<file path="src/hdl/prqs_pkg.sv">
// shared types and constants of the priority ready-queue scheduler
package prqs_pkg;

  localparam int NUM_SLOTS_DEF  = 64;
  localparam int NUM_LEVELS_DEF = 6;

  localparam int REQ_W   = 2;
  localparam int SLOT_W  = 6;
  localparam int LEVEL_W = 3;

  typedef enum logic [REQ_W-1:0] {
    REQ_ADD   = 2'd0,
    REQ_BLOCK = 2'd1,
    REQ_YIELD = 2'd2
  } req_e;

  typedef enum logic [2:0] {
    S_CLEAR,
    S_IDLE,
    S_CHECK,
    S_LINK,
    S_UPDATE,
    S_PICK,
    S_SEL,
    S_DONE
  } state_e;

  // controller to datapath
  typedef struct packed {
    logic clear;
    logic take;
    logic check;
    logic link_rd;
    logic update;
    logic pick;
    logic select;
    logic load_rsp;
  } prqs_cmd_t;

  // datapath to controller
  typedef struct packed {
    logic req_valid;
    logic clear_last;
    logic need_link;
    logic need_pick;
    logic rsp_free;
  } prqs_status_t;

endpackage

</file>
<file path="src/hdl/prqs_if.sv">
// request and result channels of the scheduler
interface prqs_req_if import prqs_pkg::*; ();
  logic               valid;
  logic               ready;
  logic [REQ_W-1:0]   req_type;
  logic [SLOT_W-1:0]  slot;
  logic [LEVEL_W-1:0] level;
  logic               then_dispatch;

  modport source (output valid, req_type, slot, level, then_dispatch, input ready);
  modport sink   (input valid, req_type, slot, level, then_dispatch, output ready);
endinterface

interface prqs_rsp_if import prqs_pkg::*; ();
  logic              valid;
  logic              ready;
  logic [SLOT_W-1:0] running_slot;
  logic              running_valid;
  logic              switched;
  logic              idle;
  logic              error;

  modport source (output valid, running_slot, running_valid, switched, idle, error,
                  input ready);
  modport sink   (input valid, running_slot, running_valid, switched, idle, error,
                  output ready);
endinterface

</file>
<file path="src/hdl/priority_ready_queue_scheduler_core.sv">
// scheduler core: strict priority across levels, fifo order within a level
// a request is taken in idle; the state machine then walks check, then, for a
//   dispatch, link-table read and list update (only while a slot runs), priority
//   pick and select one per cycle; the next request is taken only back in idle
// a waiting result does not stop the next request, but holds it in done until taken
// reset: lists empty, nothing running; then a pass over every slot clears queued marks
module priority_ready_queue_scheduler_core import prqs_pkg::*; #(
  parameter int NumSlots  = NUM_SLOTS_DEF,
  parameter int NumLevels = NUM_LEVELS_DEF
) (
  input  logic       clk_i,
  input  logic       rst_ni,
  prqs_req_if.sink   req_i,
  prqs_rsp_if.source rsp_o
);

  prqs_cmd_t    cmd;
  prqs_status_t status;

  prqs_ctrl u_ctrl (
    .clk_i    (clk_i),
    .rst_ni   (rst_ni),
    .status_i (status),
    .cmd_o    (cmd)
  );

  prqs_dpath #(
    .NumSlots  (NumSlots),
    .NumLevels (NumLevels)
  ) u_dpath (
    .clk_i    (clk_i),
    .rst_ni   (rst_ni),
    .cmd_i    (cmd),
    .status_o (status),
    .req_i    (req_i),
    .rsp_o    (rsp_o)
  );

endmodule

</file>
<file path="src/hdl/prqs_ctrl.sv">
// sequencing state machine of the scheduler
module prqs_ctrl import prqs_pkg::*; (
  input  logic         clk_i,
  input  logic         rst_ni,
  input  prqs_status_t status_i,
  output prqs_cmd_t    cmd_o
);

  state_e state_q, state_d;

  always_ff @(posedge clk_i or negedge rst_ni) begin
    if (!rst_ni) begin
      state_q <= S_CLEAR;
    end else begin
      state_q <= state_d;
    end
  end

  always_comb begin
    state_d = state_q;
    case (state_q)
      S_CLEAR: begin
        if (status_i.clear_last) state_d = S_IDLE;
      end
      S_IDLE: begin
        if (status_i.req_valid) state_d = S_CHECK;
      end
      S_CHECK: begin
        if (status_i.need_link) begin
          state_d = S_LINK;
        end else if (status_i.need_pick) begin
          state_d = S_PICK;
        end else begin
          state_d = S_DONE;
        end
      end
      S_LINK:   state_d = S_UPDATE;
      S_UPDATE: state_d = S_PICK;
      S_PICK:   state_d = S_SEL;
      S_SEL:    state_d = S_DONE;
      S_DONE: begin
        if (status_i.rsp_free) state_d = S_IDLE;
      end
      default:  state_d = S_CLEAR;
    endcase
  end

  always_comb begin
    cmd_o = '0;
    case (state_q)
      S_CLEAR:  cmd_o.clear    = 1'b1;
      S_IDLE:   cmd_o.take     = 1'b1;
      S_CHECK:  cmd_o.check    = 1'b1;
      S_LINK:   cmd_o.link_rd  = 1'b1;
      S_UPDATE: cmd_o.update   = 1'b1;
      S_PICK:   cmd_o.pick     = 1'b1;
      S_SEL:    cmd_o.select   = 1'b1;
      S_DONE:   cmd_o.load_rsp = status_i.rsp_free;
      default:  cmd_o = '0;
    endcase
  end

endmodule

</file>
<file path="src/hdl/prqs_dpath.sv">
// level lists, link table, running slot and result register
module prqs_dpath import prqs_pkg::*; #(
  parameter int NumSlots  = NUM_SLOTS_DEF,
  parameter int NumLevels = NUM_LEVELS_DEF
) (
  input  logic         clk_i,
  input  logic         rst_ni,
  input  prqs_cmd_t    cmd_i,
  output prqs_status_t status_o,
  prqs_req_if.sink     req_i,
  prqs_rsp_if.source   rsp_o
);

  localparam int SIdxW = $clog2(NumSlots);
  localparam int LIdxW = (NumLevels > 1) ? $clog2(NumLevels) : 1;
  localparam int CntW  = $clog2(NumSlots + 1);

  // per-level list registers
  logic [SIdxW-1:0] head_q [NumLevels];
  logic [SIdxW-1:0] tail_q [NumLevels];
  logic [CntW-1:0]  cnt_q  [NumLevels];

  logic [SIdxW-1:0] run_q;
  logic             run_flag_q;
  logic [SIdxW-1:0] clr_cnt_q;
  logic             rsp_valid_q;

  // latched request and work registers
  logic [REQ_W-1:0]   req_type_q;
  logic [SLOT_W-1:0]  slot_q;
  logic [LEVEL_W-1:0] level_q;
  logic               disp_q;
  logic [SIdxW-1:0]   start_run_q;
  logic               start_flag_q;
  logic [LIdxW-1:0]   lv_q;
  logic               found_q;
  logic               err_q;
  logic               idle_q;
  logic               sw_q;

  // memories
  logic [SIdxW-1:0] next_mem  [NumSlots];
  logic [LIdxW-1:0] lvl_mem   [NumSlots];
  logic             qmark_mem [NumSlots];
  logic [SIdxW-1:0] next_rd_q;
  logic [LIdxW-1:0] lvl_rd_q;
  logic             qmark_rd_q;

  logic             accept;
  logic [SIdxW-1:0] slot_idx;
  logic             is_add, is_block, is_yield;
  logic             add_ok, disp;
  logic             cnt_many, cnt_zero;
  logic             pick_found;
  logic [LIdxW-1:0] pick_lv;

  logic             qm_we, qm_wd;
  logic [SIdxW-1:0] qm_wa;
  logic             nx_we;
  logic [SIdxW-1:0] nx_wd;

  assign accept   = req_i.valid & cmd_i.take;
  assign slot_idx = SIdxW'(slot_q);
  assign is_add   = (req_type_q == REQ_ADD);
  assign is_block = (req_type_q == REQ_BLOCK);
  assign is_yield = (req_type_q == REQ_YIELD);
  assign cnt_many = (cnt_q[lv_q] > CntW'(1));
  assign cnt_zero = (cnt_q[lv_q] == '0);

  // add is rejected for an out-of-range slot or level, or a slot already queued
  assign add_ok = is_add && (32'(slot_q) < 32'(NumSlots)) && (level_q != '0) &&
                  (32'(level_q) <= 32'(NumLevels)) && !qmark_rd_q;
  assign disp   = (add_ok && disp_q) || (is_block && run_flag_q) || is_yield;

  assign status_o.req_valid  = req_i.valid;
  assign status_o.clear_last = (clr_cnt_q == SIdxW'(NumSlots - 1));
  assign status_o.need_link  = disp && run_flag_q;
  assign status_o.need_pick  = disp;
  assign status_o.rsp_free   = !rsp_valid_q || rsp_o.ready;

  assign req_i.ready = cmd_i.take;
  assign rsp_o.valid = rsp_valid_q;

  // lowest-numbered non-empty level
  always_comb begin
    pick_found = 1'b0;
    pick_lv    = '0;
    for (int i = NumLevels - 1; i >= 0; i--) begin
      if (cnt_q[i] != '0) begin
        pick_found = 1'b1;
        pick_lv    = LIdxW'(i);
      end
    end
  end

  always_comb begin
    qm_we = 1'b0;
    qm_wa = clr_cnt_q;
    qm_wd = 1'b0;
    if (cmd_i.clear) begin
      qm_we = 1'b1;
    end else if (cmd_i.check && add_ok) begin
      qm_we = 1'b1;
      qm_wa = slot_idx;
      qm_wd = 1'b1;
    end else if (cmd_i.update && is_block && !cnt_zero) begin
      qm_we = 1'b1;
      qm_wa = head_q[lv_q];
    end
  end

  always_comb begin
    nx_we = 1'b0;
    nx_wd = slot_idx;
    if (cmd_i.check && add_ok && !cnt_zero) begin
      nx_we = 1'b1;
    end else if (cmd_i.update && !is_block && cnt_many) begin
      // rotate: old head goes behind the tail
      nx_we = 1'b1;
      nx_wd = head_q[lv_q];
    end
  end

  always_ff @(posedge clk_i) begin
    if (nx_we) next_mem[tail_q[lv_q]] <= nx_wd;
    if (cmd_i.link_rd) next_rd_q <= next_mem[head_q[lv_q]];
  end

  always_ff @(posedge clk_i) begin
    if (cmd_i.check && add_ok) lvl_mem[slot_idx] <= lv_q;
    if (accept) lvl_rd_q <= lvl_mem[run_q];
  end

  always_ff @(posedge clk_i) begin
    if (qm_we) qmark_mem[qm_wa] <= qm_wd;
    if (accept) qmark_rd_q <= qmark_mem[SIdxW'(req_i.slot)];
  end

  // control state
  always_ff @(posedge clk_i or negedge rst_ni) begin
    if (!rst_ni) begin
      for (int i = 0; i < NumLevels; i++) begin
        head_q[i] <= '0;
        tail_q[i] <= '0;
        cnt_q[i]  <= '0;
      end
      run_q       <= '0;
      run_flag_q  <= 1'b0;
      clr_cnt_q   <= '0;
      rsp_valid_q <= 1'b0;
    end else begin
      if (cmd_i.clear) clr_cnt_q <= clr_cnt_q + SIdxW'(1);
      if (cmd_i.check && add_ok) begin
        if (cnt_zero) head_q[lv_q] <= slot_idx;
        tail_q[lv_q] <= slot_idx;
        cnt_q[lv_q]  <= cnt_q[lv_q] + CntW'(1);
      end
      if (cmd_i.update) begin
        if (is_block) begin
          if (cnt_many) head_q[lv_q] <= next_rd_q;
          if (!cnt_zero) cnt_q[lv_q] <= cnt_q[lv_q] - CntW'(1);
          run_flag_q <= 1'b0;
        end else if (cnt_many) begin
          head_q[lv_q] <= next_rd_q;
          tail_q[lv_q] <= head_q[lv_q];
        end
      end
      if (cmd_i.select && found_q) begin
        run_q      <= head_q[lv_q];
        run_flag_q <= 1'b1;
      end
      if (cmd_i.load_rsp) begin
        rsp_valid_q <= 1'b1;
      end else if (rsp_o.ready) begin
        rsp_valid_q <= 1'b0;
      end
    end
  end

  // payload and work registers
  always_ff @(posedge clk_i) begin
    if (accept) begin
      req_type_q   <= req_i.req_type;
      slot_q       <= req_i.slot;
      level_q      <= req_i.level;
      disp_q       <= req_i.then_dispatch;
      start_run_q  <= run_q;
      start_flag_q <= run_flag_q;
      lv_q         <= LIdxW'(req_i.level - LEVEL_W'(1));
      err_q        <= 1'b0;
      idle_q       <= 1'b0;
      sw_q         <= 1'b0;
    end
    if (cmd_i.check) begin
      err_q <= (is_add && !add_ok) || (is_block && !run_flag_q);
      // block and rotation work on the running slot's level, after any append
      lv_q <= lvl_rd_q;
    end
    if (cmd_i.pick) begin
      found_q <= pick_found;
      lv_q    <= pick_lv;
    end
    if (cmd_i.select) begin
      if (found_q) begin
        sw_q <= !(start_flag_q && (start_run_q == head_q[lv_q]));
      end else begin
        idle_q <= 1'b1;
      end
    end
    if (cmd_i.load_rsp) begin
      rsp_o.running_slot  <= SLOT_W'(run_q);
      rsp_o.running_valid <= run_flag_q;
      rsp_o.switched      <= sw_q;
      rsp_o.idle          <= idle_q;
      rsp_o.error         <= err_q;
    end
  end

endmodule
</file>
<file path="src/flat_wrapper.sv">
// flat-port wrapper written by rule: the top's interface ports become plain ports
module priority_ready_queue_scheduler_core_flat import prqs_pkg::*;
#(
  parameter int NumSlots  = NUM_SLOTS_DEF,
  parameter int NumLevels = NUM_LEVELS_DEF
)
  (clk_i, rst_ni, req_i_valid, req_i_req_type, req_i_slot, req_i_level, req_i_then_dispatch, req_i_ready, rsp_o_valid, rsp_o_running_slot, rsp_o_running_valid, rsp_o_switched, rsp_o_idle, rsp_o_error, rsp_o_ready);
  prqs_req_if req_i_i ();
  prqs_rsp_if rsp_o_i ();
  input  logic clk_i;
  input  logic rst_ni;
  input wire logic [$bits(req_i_i.valid)-1:0] req_i_valid;
  input wire logic [$bits(req_i_i.req_type)-1:0] req_i_req_type;
  input wire logic [$bits(req_i_i.slot)-1:0] req_i_slot;
  input wire logic [$bits(req_i_i.level)-1:0] req_i_level;
  input wire logic [$bits(req_i_i.then_dispatch)-1:0] req_i_then_dispatch;
  output wire logic [$bits(req_i_i.ready)-1:0] req_i_ready;
  output wire logic [$bits(rsp_o_i.valid)-1:0] rsp_o_valid;
  output wire logic [$bits(rsp_o_i.running_slot)-1:0] rsp_o_running_slot;
  output wire logic [$bits(rsp_o_i.running_valid)-1:0] rsp_o_running_valid;
  output wire logic [$bits(rsp_o_i.switched)-1:0] rsp_o_switched;
  output wire logic [$bits(rsp_o_i.idle)-1:0] rsp_o_idle;
  output wire logic [$bits(rsp_o_i.error)-1:0] rsp_o_error;
  input wire logic [$bits(rsp_o_i.ready)-1:0] rsp_o_ready;
  assign req_i_i.valid = req_i_valid;
  assign req_i_i.req_type = req_i_req_type;
  assign req_i_i.slot = req_i_slot;
  assign req_i_i.level = req_i_level;
  assign req_i_i.then_dispatch = req_i_then_dispatch;
  assign req_i_ready = req_i_i.ready;
  assign rsp_o_valid = rsp_o_i.valid;
  assign rsp_o_running_slot = rsp_o_i.running_slot;
  assign rsp_o_running_valid = rsp_o_i.running_valid;
  assign rsp_o_switched = rsp_o_i.switched;
  assign rsp_o_idle = rsp_o_i.idle;
  assign rsp_o_error = rsp_o_i.error;
  assign rsp_o_i.ready = rsp_o_ready;
  priority_ready_queue_scheduler_core #(.NumSlots(NumSlots), .NumLevels(NumLevels)) u_core (.clk_i(clk_i), .rst_ni(rst_ni), .req_i(req_i_i), .rsp_o(rsp_o_i));
endmodule
</file>
<file path="config.mk">
export PLATFORM = sky130hd
export DESIGN_NAME = priority_ready_queue_scheduler_core_flat
export DESIGN_NICKNAME = d
export VERILOG_FILES = /design/src/hdl/prqs_pkg.sv /design/src/hdl/prqs_if.sv /design/src/hdl/priority_ready_queue_scheduler_core.sv /design/src/hdl/prqs_ctrl.sv /design/src/hdl/prqs_dpath.sv /design/src/flat_wrapper.sv
export SDC_FILE = /design/constraint.sdc
export NUM_CORES = 1
export LEC_CHECK = 0
export BUFFER_PORTS_ARGS = -buffer_cell sky130_fd_sc_hd__buf_2
export CORE_ASPECT_RATIO = 1.4
export CORE_MARGIN = 4
export CORE_UTILIZATION = 38
export DETAILED_ROUTE_END_ITERATION = 7
export HOLD_SLACK_MARGIN = 0.03
export PLACE_DENSITY = 0.61
export SLEW_MARGIN = 20
export SYNTH_ARGS = -nofsm -noshare
export SYNTH_HDL_FRONTEND = slang
export SYNTH_HIERARCHICAL = 1
export SYNTH_SLANG_ARGS = --single-unit
</file>
<file path="constraint.sdc">
create_clock -name clk_i -period 7.8 [get_ports clk_i]
set_input_delay 1.95 -clock clk_i [delete_from_list [all_inputs] [get_ports clk_i]]
set_output_delay 1.95 -clock clk_i [all_outputs]
set_load 0.01 [all_outputs]
</file>
==> impl_results.md <==
* Status: complete, no violations
* Final slew viol count at 0
* Die X at 265 um
* Area growth, synth to finish at 11.7%
* Peak VDD IR at just over 0.2 mV
* Crit Path Max Fanout at 90
* Worst setup EP type: register
* CP max stage delay at 990 ps
* # DRC at 0
* CP top delay family: compound AO/OA/AOI/OAI gates
* Max Buffers Root-to-Sink at 3
* Clock slew at reported path FFs at 60 ps
* Setup TNS Final at 0 ps
* Max-cap viol count at 0
* Vias in the first global route at ~21k
* Register bit total from synthesis at slightly above 800
* WP buf/inv at 4
* Top cell type's share of synthesized area at 0.586
* Synth warn at 6
* Setup violations, final at 0
* P_leak at 12.9 nW
* PortBufs at 27
* Antenna Nets Post-Route at 0
* Drt initial violations at about 2.1k
* Critical path startpoint category: register
* Post-synthesis mux area share at 0.117
* CORE AREA at between 90,000 and 100,000 um^2
* Setup bufs post-CTS at 0
* FF+latch area at 23,900 um^2
* Min-delay worst type: register to register
* Cts bufs inserted at between 80 and 90
* Fillers at approximately 8.0k
* Diodes inserted at 0
* Multi-input logic area at approximately 11,000 um^2
* Final WS setup at 2410 ps
* CTS tree: done
* Post-synth EDFFs at ~700
* CP Cell Sequence: buf_12 -> nor3b_2 -> buf_4 -> a22oi_1 -> o211a_2 -> clkinv_1 -> ha_1 -> a21oi_1 -> o31a_1 -> nand3_1 -> o21ai_4 -> buf_4
* Post-route minimum period at roughly 5400 ps
* PostCTS Resize Cnt at 0
* Largest family of logic cells by synthesized area: multiplexers
* Clock sinks at roughly 820
* Layout Nets at roughly 2.4k
* FP Rows at ~130
* Async SR Flop Fraction at 0.160
* Largest area contributor in the netlist: edfxtp_1
* GRT Residual Overflow at 0
* Drt total wl at between 90 and 100 mm
* DR vias/cell at slightly below 6
* Worst EP arrival at about 5800 ps
* Top FF cell, synth: edfxtp_1
* Endpoints failing hold at 0
* CP dominant cell by count: buf_4
* Initial Util at 0.384
* Initial antenna violation count at 0
* Sequential share of the synthesized area at 0.680
* Final core occ at 0.429
* Simple-gate share of the synthesized area at 0.0944
* CTS H-tree lvls at 3
* Post-Synth XOR/XNOR Area at 0.00400
* Adder-Cell Fraction of Synth Area at 0.00178
* Cell Area, Synth at between 30,000 and 40,000 um^2
* Final Cycle Share at 0.691
* Hold slack at about 440 ps
* Non-Filler Instances at 3,680
* Synth area leaders: edfxtp_1, dfrtp_1, mux2i_1
* Req. time, crit path at around 8200 ps
* Pin count of the biggest net entering global routing at between 100 and 150
* Worst Setup Path Type: register to register
* Total GRT Usage at 0.186
* Post-DP HPWL at between 60 and 70 mm
* Max Freq at 186 MHz
* Mapped Avg Cell Area at 14.7 um^2
* DR WL/cell at 25.3 um
* Clk_skew at 29.6 ps
* Die area at about 100,000 um^2
* Pwr Density at roughly 340 nW/um^2
* Die height at 367 um
* RSZ-0062 raised after global routing: no
* First-pass GRT wire length at around 140 mm
* Pre-CTS setup slack at 2580 ps
* Dpl cells at around 3.5k
* Relative slew slack at 0.256
* First-pass detailed-route iteration total at 5
* I/O pins at 28
* Synth unique cells at 91
* Slew @ Worst Pin at 1120 ps
* CTS Root Cell: clkbuf_16
* Net Count, Synth at roughly 2.4k
* Count leader, synth: edfxtp_1
* Synth top cells by count: edfxtp_1, nor2_1, nand2_1
* CTS Hold Buffers Added at 0
* Vias post-DR at between 20k and 25k
* Layout cell share with drive strength beyond 1 at 0.146
* Global placer's final weighted congestion at approximately 0.98
* Worst-Skew Late Latency at 640 ps
* Slowest CP cell: o21ai_4
* Post-synthesis compound-gate area fraction at 0.0801
* Mapped Cells at about 2.4k
through the flow:
step	power, mW	instance area (um^2)
2_1_floorplan	8.23	35100
3_3_place_gp	9.44	36500
3_5_place_dp	9.52	36500
4_1_cts	13.4	39100
5_1_grt	13.9	39200
6_report	13.3	39200
routing by layer:
metal / part of all wire / up-vias / GRT usage
met2: 0.52 / 867 / 0.329
met5: 0 / - / 0
met3: 0.056 / 212 / 0.0241
met4: 0.044 / 0 / 0.0789
met1: 0.38 / 10800 / 0.230
li1: - / 9328 / -
sequential cells by signal (all words and copies together), names as in the netlist, 2 cells and up:
signal	count
u_core/u_dpath/next_mem	384
u_core/u_dpath/lvl_mem	192
u_core/u_dpath/qmark_mem	64
u_core/u_dpath/cnt_q	42
u_core/u_dpath/head_q	36
u_core/u_dpath/tail_q	36
u_core/u_dpath/clr_cnt_q	6
u_core/u_dpath/next_rd_q	6
u_core/u_dpath/rsp_o.running_slot	6
u_core/u_dpath/run_q	6
u_core/u_dpath/slot_idx	6
u_core/u_dpath/start_run_q	6
u_core/u_ctrl/state_q	3
u_core/u_dpath/level_q	3
u_core/u_dpath/lv_q	3
u_core/u_dpath/lvl_rd_q	3
u_core/u_dpath/req_type_q	2
layout make-up:
cell class | count | area share
multi-input combinational | 1413 | 0.269
tap | 1197 | 0.0382
inverter | 22 | 0.00211
sequential | 817 | 0.609
timing repair buffer | 76 | 0.0143
clock buffer | 106 | 0.0582
clock inverter | 49 | 0.00923
path summary, 6_finish.rpt:
path	endpoint	depth (start not counted)	startpoint	slack, ps
setup / recovery	u_core/u_dpath/next_mem[37][2]$_DFFE_PP_	12	u_core/u_dpath/lv_q[0]$_DFFE_PP_	2410
hold / removal	u_core/u_dpath/rsp_o.idle$_DFFE_PP_	0	u_core/u_dpath/idle_q$_DFF_P_	440
setup reg to reg	u_core/u_dpath/next_mem[37][2]$_DFFE_PP_	12	u_core/u_dpath/lv_q[0]$_DFFE_PP_	2410
hold reg to reg	u_core/u_dpath/rsp_o.idle$_DFFE_PP_	0	u_core/u_dpath/idle_q$_DFF_P_	440
max in group asynchronous	u_core/u_dpath/tail_q[25]$_DFF_PN0_	2	rst_ni	5080
min in group asynchronous	u_core/u_dpath/rsp_o.valid$_DFFE_PN0P_	1	rst_ni	1320
where the power goes:
part	leakage, nW	switching, mW	internal (mW)	total [mW]
sequential	8.07	0.357	5.34	5.70
clock	1.28	1.66	2.18	3.84
combinational	3.57	2.57	1.22	3.78
cells in the final DEF (no fill, tap or decap), drive strengths merged, types with 8 or more instances in the layout:
master	instances
nand2	217
mux2i	198
edfxtp	684
xnor2	13
a2bb2oi	13
o22a	35
and3	13
nand2b	9
clkbuf	106
buf	76
a211oi	17
nand3b	11
clkinv	37
a21oi	62
dfrtp	131
a2111oi	9
nor2	257
mux4	87
mux2	14
inv	25
a22oi	28
nand3	89
a22o	14
nor2b	8
nand4	25
nor3	54
o21ai	67
a221o	17
a221oi	26
o22ai	11
a31oi	15
nor4	10
kinds of logic (layout without fill, tap and decap cells):
family,Yosys count,in the layout
flops,817,817
simple gates,723,723
compound gates,370,370
mux,299,299
buf+inv,161,253
xor+xnor,16,16
fa+ha+maj,5,5
(Power assumes the default switching activity.)
